==> src/rtl/core/sorted_distinct_value_counter_top_macros.svh <==
// Assertion macros used by the controller RTL (sdvc_ctrl)
`ifndef SORTED_DISTINCT_VALUE_COUNTER_TOP_MACROS_SVH
`define SORTED_DISTINCT_VALUE_COUNTER_TOP_MACROS_SVH

// Implication checked on every clock edge outside reset.
`define SDVC_ASSERT_IMP(lbl, clk, rst_n, ante, cons) \
  lbl: assert property (@(posedge clk) disable iff (!rst_n) (ante) |-> (cons)) \
    else $error("assertion failed");

// Next-cycle implication.
`define SDVC_ASSERT_NXT(lbl, clk, rst_n, ante, cons) \
  lbl: assert property (@(posedge clk) disable iff (!rst_n) (ante) |=> (cons)) \
    else $error("assertion failed");

`endif

==> src/rtl/core/sdvc_pkg.sv <==
//------------------------------------------------------------------------------
// sdvc_pkg
// Shared types and constants of the sorted distinct value counter.
//------------------------------------------------------------------------------
`timescale 1ns / 1ps

package sdvc_pkg;

  localparam int unsigned Depth = 64;
  localparam int unsigned AddrW = $clog2(Depth);
  localparam int unsigned CntW = $clog2(Depth + 1);
  localparam int unsigned ValW = 32;
  localparam int unsigned OccW = 7;
  localparam logic [OccW-1:0] OccMax = 7'd127;

  typedef logic [AddrW-1:0] addr_t;
  typedef logic [CntW-1:0] cnt_t;

  // Memory entry: value and its count.
  typedef struct packed {
    logic [ValW-1:0] value;
    logic [OccW-1:0] occ;
  } entry_t;

  // Memory access request.
  typedef struct packed {
    logic   re;
    addr_t  raddr;
    logic   we;
    addr_t  waddr;
    entry_t wdata;
  } mem_req_t;

endpackage

==> src/rtl/core/sdvc_store.sv <==
//------------------------------------------------------------------------------
// sdvc_store
// Entry memory: one write port, one registered read port.
//------------------------------------------------------------------------------
`timescale 1ns / 1ps

module sdvc_store (
  input  logic             clk_i,
  input  sdvc_pkg::mem_req_t req_i,
  output sdvc_pkg::entry_t rdata_o
);

  sdvc_pkg::entry_t mem_q [sdvc_pkg::Depth];
  sdvc_pkg::entry_t rdata_q;

  always_ff @(posedge clk_i) begin
    if (req_i.we) begin
      mem_q[req_i.waddr] <= req_i.wdata;
    end
    if (req_i.re) begin
      rdata_q <= mem_q[req_i.raddr];
    end
  end

  assign rdata_o = rdata_q;

endmodule

==> src/rtl/core/sdvc_ctrl.sv <==
//------------------------------------------------------------------------------
// sdvc_ctrl
// Sequencer: searches, shifts and inserts entries, then emits the list.
//------------------------------------------------------------------------------
`timescale 1ns / 1ps
`include "sorted_distinct_value_counter_top_macros.svh"

module sdvc_ctrl (
  input  logic                     clk_i,
  input  logic                     rst_ni,
  input  logic                     start,
  output logic                     busy,
  input  logic signed [31:0]       value_i,
  input  logic                     final_item_i,
  output sdvc_pkg::mem_req_t       req_o,
  input  sdvc_pkg::entry_t         rdata_i,
  output logic                     result_valid_o,
  output logic signed [31:0]       distinct_value_o,
  output logic [6:0]               occurrences_o,
  output logic                     run_end_o,
  output logic                     overflowed_o
);

  typedef enum logic [5:0] {
    StIdle   = 6'b000001,
    StSearch = 6'b000010,
    StCheck  = 6'b000100,
    StShift  = 6'b001000,
    StEmitRd = 6'b010000,
    StEmit   = 6'b100000
  } state_e;

  state_e state_q, state_d;
  sdvc_pkg::cnt_t used_q, used_d;
  sdvc_pkg::cnt_t idx_q, idx_d;
  logic ovf_q, ovf_d;
  logic fin_q, fin_d;
  logic [31:0] val_q, val_d;
  sdvc_pkg::entry_t carry_q, carry_d;

  logic rv_q, rv_d;
  logic [31:0] dv_q, dv_d;
  logic [6:0] oc_q, oc_d;
  logic re_q, re_d, ov_q, ov_d;

  logic less;
  assign less = $signed(rdata_i.value) < $signed(val_q);

  always_comb begin
    state_d = state_q;
    used_d = used_q;
    idx_d = idx_q;
    ovf_d = ovf_q;
    fin_d = fin_q;
    val_d = val_q;
    carry_d = carry_q;
    rv_d = 1'b0;
    dv_d = dv_q;
    oc_d = oc_q;
    re_d = re_q;
    ov_d = ov_q;
    req_o = '0;
    unique case (state_q)
      StIdle: begin
        if (start) begin
          val_d = value_i;
          fin_d = final_item_i;
          idx_d = '0;
          if (used_q == '0) begin
            state_d = StShift;
            carry_d = '{value: value_i, occ: 7'd1};
          end else begin
            req_o.re = 1'b1;
            req_o.raddr = '0;
            state_d = StSearch;
          end
        end
      end
      StSearch: begin
        // rdata holds entry idx_q
        if (less) begin
          if (idx_q + 1'b1 == used_q) begin
            idx_d = used_q;
            state_d = StCheck;
          end else begin
            idx_d = idx_q + 1'b1;
            req_o.re = 1'b1;
            req_o.raddr = sdvc_pkg::AddrW'(idx_q + 1'b1);
          end
        end else if (rdata_i.value == val_q) begin
          req_o.we = rdata_i.occ != sdvc_pkg::OccMax;
          req_o.waddr = sdvc_pkg::AddrW'(idx_q);
          req_o.wdata = '{value: rdata_i.value, occ: rdata_i.occ + 7'd1};
          state_d = StCheck;
          idx_d = used_q + 1'b1; // marks: no insert
        end else begin
          state_d = StCheck;
          carry_d = '{value: val_q, occ: 7'd1};
          // insert at idx_q: first displaced is current rdata
          if (used_q == sdvc_pkg::CntW'(sdvc_pkg::Depth)) begin
            ovf_d = 1'b1;
            idx_d = used_q + 1'b1;
          end else begin
            req_o.we = 1'b1;
            req_o.waddr = sdvc_pkg::AddrW'(idx_q);
            req_o.wdata = carry_d;
            carry_d = rdata_i;
            idx_d = idx_q + 1'b1;
            used_d = used_q + 1'b1;
            if (idx_q + 1'b1 != used_q) begin
              req_o.re = 1'b1;
              req_o.raddr = sdvc_pkg::AddrW'(idx_q + 1'b1);
              state_d = StShift;
            end else begin
              state_d = StShift;
            end
          end
        end
      end
      StCheck: begin
        // append at end (idx==used) or done (idx>used)
        if (idx_q == used_q) begin
          if (used_q == sdvc_pkg::CntW'(sdvc_pkg::Depth)) begin
            ovf_d = 1'b1;
            idx_d = '0;
          end else begin
            req_o.we = 1'b1;
            req_o.waddr = sdvc_pkg::AddrW'(idx_q);
            req_o.wdata = '{value: val_q, occ: 7'd1};
            used_d = used_q + 1'b1;
          end
        end
        if (fin_q) begin
          state_d = StEmitRd;
        end else begin
          state_d = StIdle;
        end
        idx_d = '0;
      end
      StShift: begin
        // idx_q is next slot to fill with carry; rdata holds old entry idx_q
        // when idx_q < used_q-1 (count after the insert), else carry goes last.
        req_o.we = 1'b1;
        req_o.waddr = sdvc_pkg::AddrW'(idx_q);
        req_o.wdata = carry_q;
        if (idx_q + 1'b1 < used_q) begin
          carry_d = rdata_i;
          idx_d = idx_q + 1'b1;
          if (idx_q + 2'd2 < {1'b0, used_q}) begin
            req_o.re = 1'b1;
            req_o.raddr = sdvc_pkg::AddrW'(idx_q + 1'b1);
          end
        end else begin
          if (used_q == '0) begin
            used_d = sdvc_pkg::CntW'(1);
          end
          idx_d = '0;
          state_d = fin_q ? StEmitRd : StIdle;
        end
      end
      StEmitRd: begin
        req_o.re = 1'b1;
        req_o.raddr = sdvc_pkg::AddrW'(idx_q);
        state_d = StEmit;
      end
      StEmit: begin
        rv_d = 1'b1;
        dv_d = rdata_i.value;
        oc_d = (rdata_i.occ > 7'd1) ? rdata_i.occ : 7'd0;
        re_d = (idx_q + 1'b1 == used_q);
        ov_d = ovf_q;
        if (idx_q + 1'b1 == used_q) begin
          used_d = '0;
          ovf_d = 1'b0;
          idx_d = '0;
          state_d = StIdle;
        end else begin
          idx_d = idx_q + 1'b1;
          req_o.re = 1'b1;
          req_o.raddr = sdvc_pkg::AddrW'(idx_q + 1'b1);
        end
      end
      default: state_d = StIdle;
    endcase
  end

  always_ff @(posedge clk_i or negedge rst_ni) begin
    if (!rst_ni) begin
      state_q <= StIdle;
      used_q <= '0;
      idx_q <= '0;
      ovf_q <= 1'b0;
      rv_q <= 1'b0;
    end else begin
      state_q <= state_d;
      used_q <= used_d;
      idx_q <= idx_d;
      ovf_q <= ovf_d;
      rv_q <= rv_d;
    end
  end

  always_ff @(posedge clk_i) begin
    fin_q <= fin_d;
    val_q <= val_d;
    carry_q <= carry_d;
    dv_q <= dv_d;
    oc_q <= oc_d;
    re_q <= re_d;
    ov_q <= ov_d;
  end

  assign busy = (state_q != StIdle);
  assign result_valid_o = rv_q;
  assign distinct_value_o = dv_q;
  assign occurrences_o = oc_q;
  assign run_end_o = re_q;
  assign overflowed_o = ov_q;

  `SDVC_ASSERT_IMP(a_used_range, clk_i, rst_ni, 1'b1,
                   used_q <= sdvc_pkg::CntW'(sdvc_pkg::Depth))
  `SDVC_ASSERT_NXT(a_end_clears, clk_i, rst_ni, rv_q && re_q, used_q == '0)
  `SDVC_ASSERT_IMP(a_no_emit_idle, clk_i, rst_ni, start && !busy, !rv_q || re_q)

endmodule

==> src/rtl/core/sorted_distinct_value_counter_top.sv <==
//------------------------------------------------------------------------------
// sorted_distinct_value_counter_top
// Keeps a sorted list of distinct values with counts; dumps it on the last item.
//------------------------------------------------------------------------------
// channel | signals                                   | direction
// item    | start, busy, value_i, final_item_i        | in
// result  | result_valid_o, distinct_value_o,
//         | occurrences_o, run_end_o, overflowed_o    | out, one cycle each
//
// An item scans the entry memory one entry per cycle through the registered
// read port up to its slot, then shifts the later entries up by one per cycle;
// busy stays high from the accepting edge until the item is stored.
// A final item then reads the first entry and emits one result per cycle.
// Reset clears the fill count; the memory needs no clearing.
// The receiver cannot stall; results are registered.
`timescale 1ns / 1ps

module sorted_distinct_value_counter_top (
  input  logic               clk_i,
  input  logic               rst_ni,
  input  logic               start,
  output logic               busy,
  input  logic signed [31:0] value_i,
  input  logic               final_item_i,
  output logic               result_valid_o,
  output logic signed [31:0] distinct_value_o,
  output logic [6:0]         occurrences_o,
  output logic               run_end_o,
  output logic               overflowed_o
);

  sdvc_pkg::mem_req_t req;
  sdvc_pkg::entry_t rdata;

  sdvc_store u_store (
    .clk_i   (clk_i),
    .req_i   (req),
    .rdata_o (rdata)
  );

  sdvc_ctrl u_ctrl (
    .clk_i            (clk_i),
    .rst_ni           (rst_ni),
    .start            (start),
    .busy             (busy),
    .value_i          (value_i),
    .final_item_i     (final_item_i),
    .req_o            (req),
    .rdata_i          (rdata),
    .result_valid_o   (result_valid_o),
    .distinct_value_o (distinct_value_o),
    .occurrences_o    (occurrences_o),
    .run_end_o        (run_end_o),
    .overflowed_o     (overflowed_o)
  );

endmodule

==> config.mk <==
export PLATFORM = sky130hd
export DESIGN_NAME = sorted_distinct_value_counter_top
export DESIGN_NICKNAME = d
export VERILOG_FILES = /design/src/rtl/core/sdvc_pkg.sv /design/src/rtl/core/sdvc_store.sv /design/src/rtl/core/sdvc_ctrl.sv /design/src/rtl/core/sorted_distinct_value_counter_top.sv
export VERILOG_INCLUDE_DIRS = /design/src /design/src/rtl/core
export SDC_FILE = /design/constraint.sdc
export NUM_CORES = 2
export LEC_CHECK = 0
export ABC_AREA = 1
export ABC_CLOCK_PERIOD_IN_PS = 5500
export BUFFER_PORTS_ARGS = -buffer_cell sky130_fd_sc_hd__clkbuf_2
export CAP_MARGIN = 20
export CORE_ASPECT_RATIO = 1.25
export CORE_MARGIN = 2
export CORE_UTILIZATION = 42
export CTS_CLUSTER_SIZE = 12
export DETAILED_ROUTE_END_ITERATION = 7
export GPL_TIMING_DRIVEN = 0
export SETUP_SLACK_MARGIN = 0.05
export SLEW_MARGIN = 0
export SYNTH_ARGS = -nofsm -noshare
export SYNTH_HDL_FRONTEND = slang
export SYNTH_SLANG_ARGS = --single-unit
==> constraint.sdc <==
create_clock -name clk_i -period 5.5 [get_ports clk_i]
set_input_delay 0.275 -clock clk_i [delete_from_list [all_inputs] [get_ports clk_i]]
set_output_delay 0.275 -clock clk_i [all_outputs]
set_load 0.005 [all_outputs]
==> reports/qor.yml <==
run_status:
  status: "finished with violations"
  violations: "design-rule violations"
logic_synthesis:
  yosysWarnings: 0
  synth-edff-count: 2648
  async_reset_ff_share_pct: 0.824
  yosysUniqueCellTypes: 45
  syn_nets: 10700
  synth.avg_cell_area_sq_um: 11.2
  ys_seq_area_share_pct: 67.6
  ys_dominant_reg_cell: "edfxtp_1"
  synthCells: 10600
  synth.cell_area_sq_um: 118000
  ys_ff_latch: 2670
setup_path:
  cp-endpoint: "u_store.rdata_o[6]"
  worst-r2r-setup-slack_ps: 5
  r2r-end: "u_store.rdata_o[6]"
  r2r.worst_path.cells: 29
  cp-startpoint: "u_ctrl.idx_q[1]"
  crit_path_max_incr_delay_ps: 450
  path_max_fanout: 10
  slowest_stage: "dfrtp_2"
  cp_common_cell: "nand3_1"
  path_class: "flop to flop"
  crit_required_ps: 6080
  worstPathArrival_ps: 6080
  r2r-start: "u_ctrl.idx_q[1]"
  cp-start-kind: "flop"
  cp-end-kind: "flop"
detailed_routing:
  vias: 89000
  drt_iter0_markers: 12700
  ant_nets: 0
  vias_per_cell: 5.84
  wl_mm: 467
  first_pass_iters: 8
  route.detailed.drc: 2
  post_drt_wl_per_cell_um: 30.7
cts:
  clockBufferDepth: 4
  clk_latency_ps: 900
  cts_num_sinks: 2670
  path_clk_slew_ps: 60
  htreeDepth: 5
  cts_tree: "built"
  cts_buffers: 283
  cts_root_buf: "clkbuf_16"
floorplanning:
  die_x_um: 479
  io_pins: 79
  rows: 218
  core_sq_um: 281000
  die_area_sq_um: 286000
  die_h_um: 598
  start_util_pct: 42.1
layout:
  fin_util_pct: 50.2
  final_cell_mix: "edfxtp_1 (2648), nand3_1 (2513), nand2_1 (1606)"
  final_common_cell: "edfxtp_1"
  syn_to_final_growth_pct: 19.4
  drive_above_1_share_pct: 14.2
  fin_nets: 11400
power_and_ir_drop:
  switching_share_pct: 34.9
  switching_power_uw: 20600
  comb_power_share_pct: 28.8
  p_leak_uw: 0.0541
  clkPwrFrac_pct: 30.2
  powerDensity_nw_per_um2: 417
  vdd_drop_max_mv: 0.302
  p_seq_share_pct: 41.0
  internal_power_uw: 38400
timing:
  skew_ps: 76.7
  period_minus_slack_ps: 5500
  hold_ws_ps: 111
  finalHoldViolCount: 0
  max-slew-margin-rel_pct: 22.6
  maxSlewViolCount: 0
  setup_ws_ps: 4.95
  rsz0062_at_grt: "yes"
  max_clock_freq_mhz: 182
  fin_crit_sh_pct: 99.9
  worstMarginPinSlew_ps: 1160
  finalSetupViolCount: 0
placed_design:
  port_buffers: 78
  dp_hpwl_mm: 339
  pre_cts_slack_ps: -2130
  gp_congestion: 1.06
job:
  drv_cap: 0
grt:
  grt_pass1_vias: 84000
  gr-total-overflow: 0
  antenna_found_initial: 32
  grtUsageTotal_pct: 31.8
  grt_pass1_wl_mm: 639
  grt_start_max_net_pins: 37
worst_hold_path:
  hp-class: "input pin to flop"
routing by layer:
| layer | GRT usage (%) | wire length (um) | up-vias |
|---|---|---|---|
| li1 | - | - | 38100 |
| met1 | 38.1 | 162000 | 43500 |
| met2 | 49.4 | 209000 | 5911 |
| met3 | 7.88 | 52300 | 1500 |
| met4 | 24.5 | 43400 | 12 |
| met5 | 0 | 92 | - |
flip-flops by register name, indices dropped and copies added, names as in the netlist:
| name | flops |
|---|---|
| u_ctrl.carry_q | 39 |
| u_ctrl.distinct_value_o | 32 |
| u_ctrl.fin_q | 1 |
| u_ctrl.idx_q | 7 |
| u_ctrl.occurrences_o | 7 |
| u_ctrl.overflowed_o | 1 |
| u_ctrl.ovf_q | 1 |
| u_ctrl.result_valid_o | 1 |
| u_ctrl.run_end_o | 1 |
| u_ctrl.state_q | 6 |
| u_ctrl.used_q | 7 |
| u_ctrl.val_q | 32 |
| u_store.mem_q | 2496 |
| u_store.rdata_o | 39 |
critical path: cells and delay by family, from the launching register on:
family | cells | cell delay (ps)
simple gates | 16 | 2230
buf+inv | 9 | 1410
fa+ha+maj | 2 | 540
flops | 1 | 450
xor+xnor | 1 | 260
compound gates | 1 | 230
Yosys cell counts (3+ instances only):
master        n  area [sq um]
a21o_1        4          30.0
a21oi_1      23           115
a31oi_1       4          25.0
buf_1        70           263
buf_2       437          2190
buf_4         7          52.6
clkbuf_1    192           721
clkinv_1      7          26.3
dfrtp_1      21           526
edfxtp_1   2648         79500
ha_1         52           651
inv_1      1542          5790
inv_2        14          52.6
nand2_1    1632          6130
nand2_2       3          18.8
nand3_1    2674         13400
nand3b_1    937          7030
nand4_1      13          81.3
nor2_1      121           454
nor2_2        4          25.0
nor3_1       16          80.1
o2111ai_1     6          52.6
o211ai_1      9          67.6
o21ai_0      21           105
o21ai_1       5          25.0
o21bai_1      3          22.5
o221ai_1     69           604
o22ai_1       7          43.8
o31ai_1       6          45.0
xor2_1       13           114
logic make-up after synthesis:
group	after synthesis	share of synthesized area, %
and+or+nand+nor	5411	23.1
DFF	2670	67.6
buffers and inverters	2269	7.67
AOI/OAI and AO/OA	165	1.02
adders and majority gates	52	0.549
xor gates and xnor gates	14	0.104
worst min path at each step:
stage | from | end | slack [ps] | depth (start not counted)
2_1_floorplan | rst_ni | u_ctrl.idx_q[0] | -20 | 0
5_1_grt | value_i[2] | u_ctrl.val_q[2] | 130 | 2
6_report | value_i[9] | u_ctrl.val_q[9] | 110 | 2
3_3_place_gp | rst_ni | u_ctrl.result_valid_o | 320 | 1
4_1_cts | value_i[9] | u_ctrl.val_q[9] | 80 | 2
3_5_place_dp | rst_ni | u_ctrl.result_valid_o | 330 | 1
metrics by stage:
step                      TNS [ps]  instance area, sq um  std cells  total power [uW]
after global placement           -                124000      14400             39300
after CTS                    -78.7                140000      15200             58300
after global routing          -239                141000      15200             60600
after floorplan                  0                118000      10600             32600
final                            0                141000      15200             59000
after detailed placement  -1146560                130000      14600             40100
power groups by stage:
stage	clock, uW	sequential, uW	combinational [uW]
2_1_floorplan	0	24700	7910
3_3_place_gp	0	25300	14100
3_5_place_dp	0	24600	15500
4_1_cts	17900	24200	16200
5_1_grt	18600	24200	17700
6_report	17800	24200	17000
what timing repair did:
action                                  4_1_cts  5_1_grt
hold endpoints to repair                    102        0
hold buffers                                 37        0
gates cloned                                  4        1
resized for setup                           447      160
setup buffers                                59       31
endpoints found under the setup margin     3086      427
pin swaps                                    39       24
area by class of cell:
class                           instances  area, sq um
Antenna cell                           26         65.1
Buffer                                705         3910
Clock buffer                          371         7610
Clock inverter                         72          507
Fill cell                           24500       140000
Inverter                             1563         5880
Multi-Input combinational cell       5646        32000
Sequential cell                      2670        80100
Tap cell                             3740         4680
Timing Repair Buffer                  441         6690
No activity file was read; power rests on OpenSTA's default activity.
